File: src/gs3_pkg.sv
// Shared constants, codes and types of the iterative 3x3 solver.
package gs3_pkg;

  localparam int FRAC_BITS = 32;
  localparam int DATA_W    = 64;
  localparam int PROD_W    = 2 * DATA_W;
  localparam int IDX_W     = 8;
  localparam int CFG_W     = 32;
  localparam int ITER_W    = 16;
  localparam int MUL_STEPS = 4;
  localparam int DIV_STEPS = PROD_W;
  localparam int CNT_W     = $clog2(DIV_STEPS);

  localparam logic [IDX_W-1:0] CFG_MODE = IDX_W'(0);
  localparam logic [IDX_W-1:0] CFG_TOL  = IDX_W'(1);
  localparam logic [IDX_W-1:0] CFG_MAX  = IDX_W'(2);

  localparam logic [CFG_W-1:0]  TOL_RESET = CFG_W'(4295);
  localparam logic [ITER_W-1:0] MAX_RESET = ITER_W'(1000);

  typedef enum logic [1:0] {
    ST_CONV  = 2'd0,
    ST_LIMIT = 2'd1,
    ST_ZERO  = 2'd2
  } stat_t;

  typedef enum logic [3:0] {
    OP_NOP,
    OP_LOAD,
    OP_COPY,
    OP_NUM_INIT,
    OP_MUL_LOAD,
    OP_TOL_LOAD,
    OP_MUL_STEP,
    OP_NUM_SUB,
    OP_DIV_LOAD,
    OP_DIV_STEP,
    OP_DIV_END,
    OP_TOL_CHECK,
    OP_INC,
    OP_OUT
  } op_t;

  typedef enum logic [3:0] {
    S_IDLE,
    S_ZCHK,
    S_ITER,
    S_NUMI,
    S_MULS,
    S_MULR,
    S_SUB,
    S_DIVS,
    S_DIVR,
    S_DIVE,
    S_TOLS,
    S_TOLR,
    S_TOLC,
    S_NEXT,
    S_DECIDE,
    S_DONE
  } state_t;

  typedef struct packed {
    op_t        op;
    logic [1:0] row;
    logic [1:0] col;
    logic [1:0] step;
    stat_t      stat;
  } cmd_t;

  typedef struct packed {
    logic diag_zero;
    logic settled;
    logic limit_hit;
  } sts_t;

endpackage

File: src/gs3_ctrl.sv
// Solver sequencer: walks rows, products, division steps and the convergence test.
module gs3_ctrl (
  input  logic          clk,
  input  logic          rst,
  input  logic          req_valid,
  output logic          req_ready,
  output logic          res_valid,
  input  logic          res_ready,
  input  gs3_pkg::sts_t sts,
  output gs3_pkg::cmd_t cmd
);
  import gs3_pkg::*;

  state_t           state, state_next;
  logic [1:0]       row, row_next;
  logic [1:0]       col, col_next;
  logic [CNT_W-1:0] cnt, cnt_next;
  stat_t            stat, stat_next;
  logic             res_load;
  logic [2:0]       col_inc;

  always_ff @(posedge clk) begin
    if (rst) begin
      state     <= S_IDLE;
      row       <= '0;
      col       <= '0;
      cnt       <= '0;
      stat      <= ST_CONV;
      res_valid <= 1'b0;
    end else begin
      state <= state_next;
      row   <= row_next;
      col   <= col_next;
      cnt   <= cnt_next;
      stat  <= stat_next;
      if (res_load)
        res_valid <= 1'b1;
      else if (res_ready)
        res_valid <= 1'b0;
    end
  end

  // next column that is not the diagonal
  always_comb begin
    col_inc = {1'b0, col} + 3'd1;
    if (col_inc[1:0] == row && !col_inc[2])
      col_inc = col_inc + 3'd1;
  end

  always_comb begin
    state_next = state;
    row_next   = row;
    col_next   = col;
    cnt_next   = cnt;
    stat_next  = stat;
    res_load   = 1'b0;
    req_ready  = 1'b0;
    cmd        = '{op: OP_NOP, row: row, col: col, step: cnt[1:0], stat: stat};
    case (state)
      S_IDLE: begin
        req_ready = 1'b1;
        if (req_valid) begin
          cmd.op     = OP_LOAD;
          state_next = S_ZCHK;
        end
      end
      S_ZCHK: begin
        if (sts.diag_zero) begin
          stat_next  = ST_ZERO;
          state_next = S_DONE;
        end else begin
          state_next = S_ITER;
        end
      end
      S_ITER: begin
        cmd.op     = OP_COPY;
        row_next   = '0;
        state_next = S_NUMI;
      end
      S_NUMI: begin
        cmd.op     = OP_NUM_INIT;
        col_next   = (row == 2'd0) ? 2'd1 : 2'd0;
        state_next = S_MULS;
      end
      S_MULS: begin
        cmd.op     = OP_MUL_LOAD;
        cnt_next   = '0;
        state_next = S_MULR;
      end
      S_MULR, S_TOLR: begin
        cmd.op   = OP_MUL_STEP;
        cnt_next = cnt + 1'b1;
        if (cnt[1:0] == 2'(MUL_STEPS - 1))
          state_next = (state == S_MULR) ? S_SUB : S_TOLC;
      end
      S_SUB: begin
        cmd.op = OP_NUM_SUB;
        if (col_inc[2] || col_inc[1:0] == 2'd3) begin
          state_next = S_DIVS;
        end else begin
          col_next   = col_inc[1:0];
          state_next = S_MULS;
        end
      end
      S_DIVS: begin
        cmd.op     = OP_DIV_LOAD;
        cnt_next   = '0;
        state_next = S_DIVR;
      end
      S_DIVR: begin
        cmd.op   = OP_DIV_STEP;
        cnt_next = cnt + 1'b1;
        if (cnt == CNT_W'(DIV_STEPS - 1))
          state_next = S_DIVE;
      end
      S_DIVE: begin
        cmd.op = OP_DIV_END;
        if (row == 2'd2) begin
          row_next   = '0;
          state_next = S_TOLS;
        end else begin
          row_next   = row + 1'b1;
          state_next = S_NUMI;
        end
      end
      S_TOLS: begin
        cmd.op     = OP_TOL_LOAD;
        cnt_next   = '0;
        state_next = S_TOLR;
      end
      S_TOLC: begin
        cmd.op = OP_TOL_CHECK;
        if (row == 2'd2) begin
          state_next = S_NEXT;
        end else begin
          row_next   = row + 1'b1;
          state_next = S_TOLS;
        end
      end
      S_NEXT: begin
        cmd.op     = OP_INC;
        state_next = S_DECIDE;
      end
      S_DECIDE: begin
        if (sts.settled) begin
          stat_next  = ST_CONV;
          state_next = S_DONE;
        end else if (sts.limit_hit) begin
          stat_next  = ST_LIMIT;
          state_next = S_DONE;
        end else begin
          state_next = S_ITER;
        end
      end
      S_DONE: begin
        // wait for the output register to be free
        if (!res_valid || res_ready) begin
          cmd.op     = OP_OUT;
          res_load   = 1'b1;
          state_next = S_IDLE;
        end
      end
      default: state_next = S_IDLE;
    endcase
  end

`ifndef ASSERT_OFF
  a_accept_to_zchk: assert property (@(posedge clk) disable iff (rst)
    (req_valid && req_ready) |=> (state == S_ZCHK))
    else $error("accepted request did not start the diagonal check");
  a_no_diag_product: assert property (@(posedge clk) disable iff (rst)
    (state == S_MULS) |-> (col != row))
    else $error("product issued on the diagonal column");
  a_load_only_when_free: assert property (@(posedge clk) disable iff (rst)
    res_load |-> (!res_valid || res_ready))
    else $error("result overwritten before it was taken");
  a_mul_steps: assert property (@(posedge clk) disable iff (rst)
    (state == S_SUB || state == S_TOLC) |-> ($past(cnt[1:0]) == 2'(MUL_STEPS - 1)))
    else $error("product finished with missing partial products");
`endif

endmodule

File: config.mk
export PLATFORM = sky130hd
export DESIGN_NAME = gs3_ctrl
export DESIGN_NICKNAME = d
export VERILOG_FILES = /design/src/gs3_pkg.sv /design/src/gs3_ctrl.sv
export SDC_FILE = /design/constraint.sdc
export NUM_CORES = 1
export LEC_CHECK = 0
export ABC_AREA = 0
export BUFFER_PORTS_ARGS = -buffer_cell sky130_fd_sc_hd__buf_2
export CAP_MARGIN = 10
export CORE_ASPECT_RATIO = 0.5
export CORE_UTILIZATION = 45
export DETAILED_ROUTE_END_ITERATION = 16
export PLACE_DENSITY = 0.79
export RECOVER_POWER = 25
export SYNTH_ARGS = -nofsm -noshare
export SYNTH_HDL_FRONTEND = slang
export SYNTH_SLANG_ARGS = --single-unit
File: constraint.sdc
create_clock -name clk -period 2.03 [get_ports clk]
set_input_delay 0.1015 -clock clk [delete_from_list [all_inputs] [get_ports clk]]
set_output_delay 0.1015 -clock clk [all_outputs]
set_load 0.005 [all_outputs]
# [Yosys cells after proc, flatten, opt, wreduce, memory -nomap -nowiden]
# Cells that the tools add are included.
[op_classes] muxes=32 addsub=4 eq_ne=28 n_reduce_logical=19
[op_table] operator="one-hot mux 4 bit (15 select lines)" n=1
[op_table] operator="one-hot mux 4 bit (13 select lines)" n=1
[op_table] operator="2-to-1 mux 4 bit" n=10
[op_table] operator="equality test 4 bit (second input constant)" n=8
[op_table] operator="equality test 4 x 3 -> 1 bit (second input constant)" n=4
[op_table] operator="2-to-1 mux 2 bit" n=7
[op_table] operator="!= test 2 bit (second input constant)" n=7
[op_table] operator="one-hot mux 7 bit (2 select lines)" n=1
[op_table] operator="equality test 4 x 2 -> 1 bit (second input constant)" n=2
[op_table] operator="one-hot mux 2 bit (2 select lines)" n=2
[op_table] operator="nonzero test 2 bit" n=4
[op_table] operator="adder 7 x 1 -> 7 bit (second input constant)" n=1
[op_table] operator="equality test 7 bit (second input constant)" n=1
[op_table] operator="2-to-1 mux 1 bit" n=7
[op_table] operator="equality test 2 bit (second input constant)" n=3
[op_table] operator="2-to-1 mux 3 bit" n=2
[op_table] operator="one-hot mux 2 bit (3 select lines)" n=1
[op_table] operator="OR reduction 3 bit" n=2
[op_table] operator="equality test 4 x 1 -> 1 bit (second input constant)" n=1
[op_table] operator="logical NOT 4 bit" n=1
[op_table] operator="AND reduction 2 bit" n=2
[op_table] operator="AND reduction 4 bit" n=1
[op_table] operator="adder 2 x 1 -> 3 bit (second input constant)" n=1
[op_table] operator="adder 3 x 1 -> 3 bit (second input constant)" n=1
[op_table] operator="other kinds (10)" n=12
[word_totals] inputBits=7 out_inout_bits=14 wordCells=89 reg_bits=18

# [Depth between registers and ports, before layout]
[depth] ltp_word=8 depth_mapped=7

# [Worst setup path before layout]
# Ideal clock, no wire load.
[synth_path] kind="reg-to-reg" startpoint="reg col[0]" endpoint="reg state[0]" slack_ns=0.082 t_required_ns=1.929 stages_incl_launch_ff=8 n_path_buf=0 period_less_slack_ns=1.948 t_arrival_ns=1.847 path_cell_list="dfxtp_1 -> inv_1 -> ha_1 -> or2_2 -> a31oi_1 -> or3_1 -> a311oi_1 -> o41ai_1"
[synth_via] elab_chain_cells=8
[synth_lines] element="from (decl)" line_no="gs3_ctrl.sv:16" rtl="logic [1:0] col, col_next;"
[synth_lines] element="from (signal assigned)" line_no="gs3_ctrl.sv:33" rtl="col <= col_next;"
[synth_lines] element="adder 2 x 1 -> 3 bit *" line_no="gs3_ctrl.sv:45" rtl="col_inc = {1'b0, col} + 3'd1;"
[synth_lines] element="branches (longest 2 deep; another with adder 3 x 1 -> 3 bit)"
[synth_lines] element="2-to-1 mux 3 bit *" line_no="gs3_ctrl.sv:46" rtl="if (col_inc[1:0] == row && !col_inc[2])"
[synth_lines] element="equality test 2 bit" line_no="gs3_ctrl.sv:98" rtl="if (col_inc[2] || col_inc[1:0] == 2'd3) begin"
[synth_lines] element="logical OR 1 bit *" line_no="gs3_ctrl.sv:98"
[synth_lines] element="2-to-1 mux 2 bit *" line_no="gs3_ctrl.sv:98"
[synth_lines] element="one-hot mux 4 bit (15 select lines) *" line_no="gs3_ctrl.sv:59" rtl="case (state)"
[synth_lines] element="to (signal assigned)" line_no="gs3_ctrl.sv:31" rtl="state <= state_next;"
[synth_lines] element="to (decl)" line_no="gs3_ctrl.sv:14" rtl="state_t state, state_next;"
# Every way passes the cells marked *.
# A chain may end at the register's enable or synchronous reset.

# [Worst setup path in the final report]
[layout_path] startpoint="reg col[1]" endpoint="reg state[0]"
# Same word-level chain as after synthesis.

==> metrics.csv <==
metric,value,unit
place_congestion,0.869,
final_core_util,57.4,%
cts_tree,built,
dr.pass1.iters,4,
portBuffers,20,
finalHoldViolations,0,
ys_ff_latch,18,
vias,1390,
regArea,360,um^2
fmax,524,MHz
syn_to_final_growth,14.0,%
nFillCells,264,
critPathTopFamily,simple AND/OR/NAND/NOR gates,
max_stage_delay,0.41,ns
synth_top_flop_cell,dfxtp_1,
clk_path_buf_depth,2,
p_leak,0.000610,uW
numCtsBuffers,3,
final_nets,211,
finalClockSkew,0.00354,ns
antenna_found_initial,0,
grt_pass1_wl,5200,um
yosysTopAreaCellShare,26.0,%
status,"finished, final reports clean",
drt_iter0_drc,102,
critPathCaptureType,flop,
whs,0.0392,ns
cts.root.buffer_cell,clkbuf_8,
clk_latency,0.26,ns
dieArea,0.00331,mm^2
worstPathCellList,ha_1 -> or2_2 -> a31oi_2 -> or3_4 -> a311oi_1 -> o41ai_1,
cp-start-kind,flop,
path_buf_inv,0,
final_common_cell,nor2_1,
post_cts_buffers,0,
num_antenna_cells,0,
syn-num-nets,191,
synth-edff-count,0,
critPathKind,reg2reg,
ant_nets,0,
core,0.00275,mm^2
drc,0,
yosysWarnings,0,
path_clk_slew,0.07,ns
worstPathArrival,2.05,ns
mostFrequentLayoutCells,"19 x nor2_1, 18 x dfxtp_1, 15 x buf_2",
fin_crit_sh,94.1,%
hpwl,2360,um
min_period,1.91,ns
grt-ovfl-total,0,
dieHeight,41.2,um
ir_worst_vdd,548,uV
via_per_inst,5.94,
multiInputGateArea,932,um^2
ys_async_sr_fraction,0,%
routed_wirelength,3280,um
grt_usage,21.4,%
crit_fanout,6,
p_per_area,1150,mW/mm^2
slew_violations,0,
wl_per_cell,14.0,um
grt_pass1_vias,1132,
grt_max_degree,17,
num_rows,13,
cap_violations,0,
finalPower,1810,uW
synth.distinct_cells,52,
io_pins,21,
tightestPinTransition,0.478,ns
setup_viol,0,
synthesis.instances,178,
rsz0062_at_grt,false,
syn_area,0.00138,mm^2
drive_gt1_share,17.8,%
relSlewSlack,67.9,%
hold_class,in2reg,
critPathRequiredTime,2.17,ns
yosys.area.top_type,dfxtp_1,
synth_area_leaders,"dfxtp_1 26%, ha_1 5.4%, nor2_1 5.2%",
dieWidth,80.4,um
ys_seq_area_share,26.0,%
fin_setup_tns,0,ns
final_cell_area,0.00158,mm^2
htree_levels,1,
synth_area_per_cell,7.77,um^2
initial_core_util,50.3,%
cp_slowest_cell,or3_4,
dpl_cell_area,0.00152,mm^2
clock-sinks,18,
==> logic make-up after synthesis <==
kind of cell | share of synthesized area, %
xor gates and xnor gates | 4.43
DFF | 26.0
AOI/OAI and AO/OA | 27.2
buffers and inverters | 7.60
adders and majority gates | 5.42
and+or+nand+nor | 24.9
muxes | 4.43
==> Yosys cell counts, types with 3 or more instances <==
| library cell | count |
|---|---|
| inv_1 | 7 |
| mux2i_1 | 5 |
| nand2_1 | 12 |
| buf_2 | 6 |
| dfxtp_1 | 18 |
| buf_4 | 3 |
| nor3_1 | 3 |
| a21oi_1 | 11 |
| nand3b_1 | 3 |
| nor2_1 | 19 |
| nor2b_1 | 5 |
| xor2_1 | 3 |
| a22oi_1 | 5 |
| ha_1 | 6 |
| o31ai_1 | 3 |
| nand3_1 | 3 |
| a31oi_1 | 4 |
| o21ai_0 | 8 |
| xnor2_1 | 4 |
| nand2b_1 | 6 |
| or3_1 | 4 |
==> sequential cells by signal (all words and copies together), names as in the netlist <==
name	count
stat	2
cnt	7
col	2
row	2
res_valid	1
state	4
==> worst paths after layout <==
path              startpoint  endpoint  slack, ns  depth (start not counted)
setup / recovery      col[1]  state[0]       0.12                          6
hold / removal        sts[1]   stat[0]       0.04                          2
setup reg to reg      col[1]  state[0]       0.12                          6
hold reg to reg       cnt[6]    cnt[6]       0.49                          2
==> cell type report <==
type / instances / share of cell area, %
Timing Repair Buffer: 29 / 9.99
Tap cell: 37 / 2.93
Multi-Input combinational cell: 139 / 59.1
Inverter: 7 / 1.67
Clock buffer: 4 / 3.49
Sequential cell: 18 / 22.8
==> timing repair <==
item                                    CTS  global route
endpoints found under the setup margin    0             2
gates resized for setup                   0             3
hold buffers                              0             0
==> routing by layer <==
metal	track usage [%]	routed length, um	vias to the layer above
li1	-	-	689
met1	26.2	1480	657
met2	39.2	1580	38
met3	5.78	197	6
met4	4.46	31	0
met5	0	0	-
==> through the flow <==
step	worst slack (ns)	cells
finish	0.120	234
global route	0.0125	234
CTS	0.00839	234
detailed placement	0.0229	230
global placement	0.149	230
floorplan	0.0824	178
==> where the power goes <==
group	internal (uW)	switching, uW
sequential	407	107
clock	173	129
combinational	448	546
total	1030	782
Power figures use the tool's default switching activity.
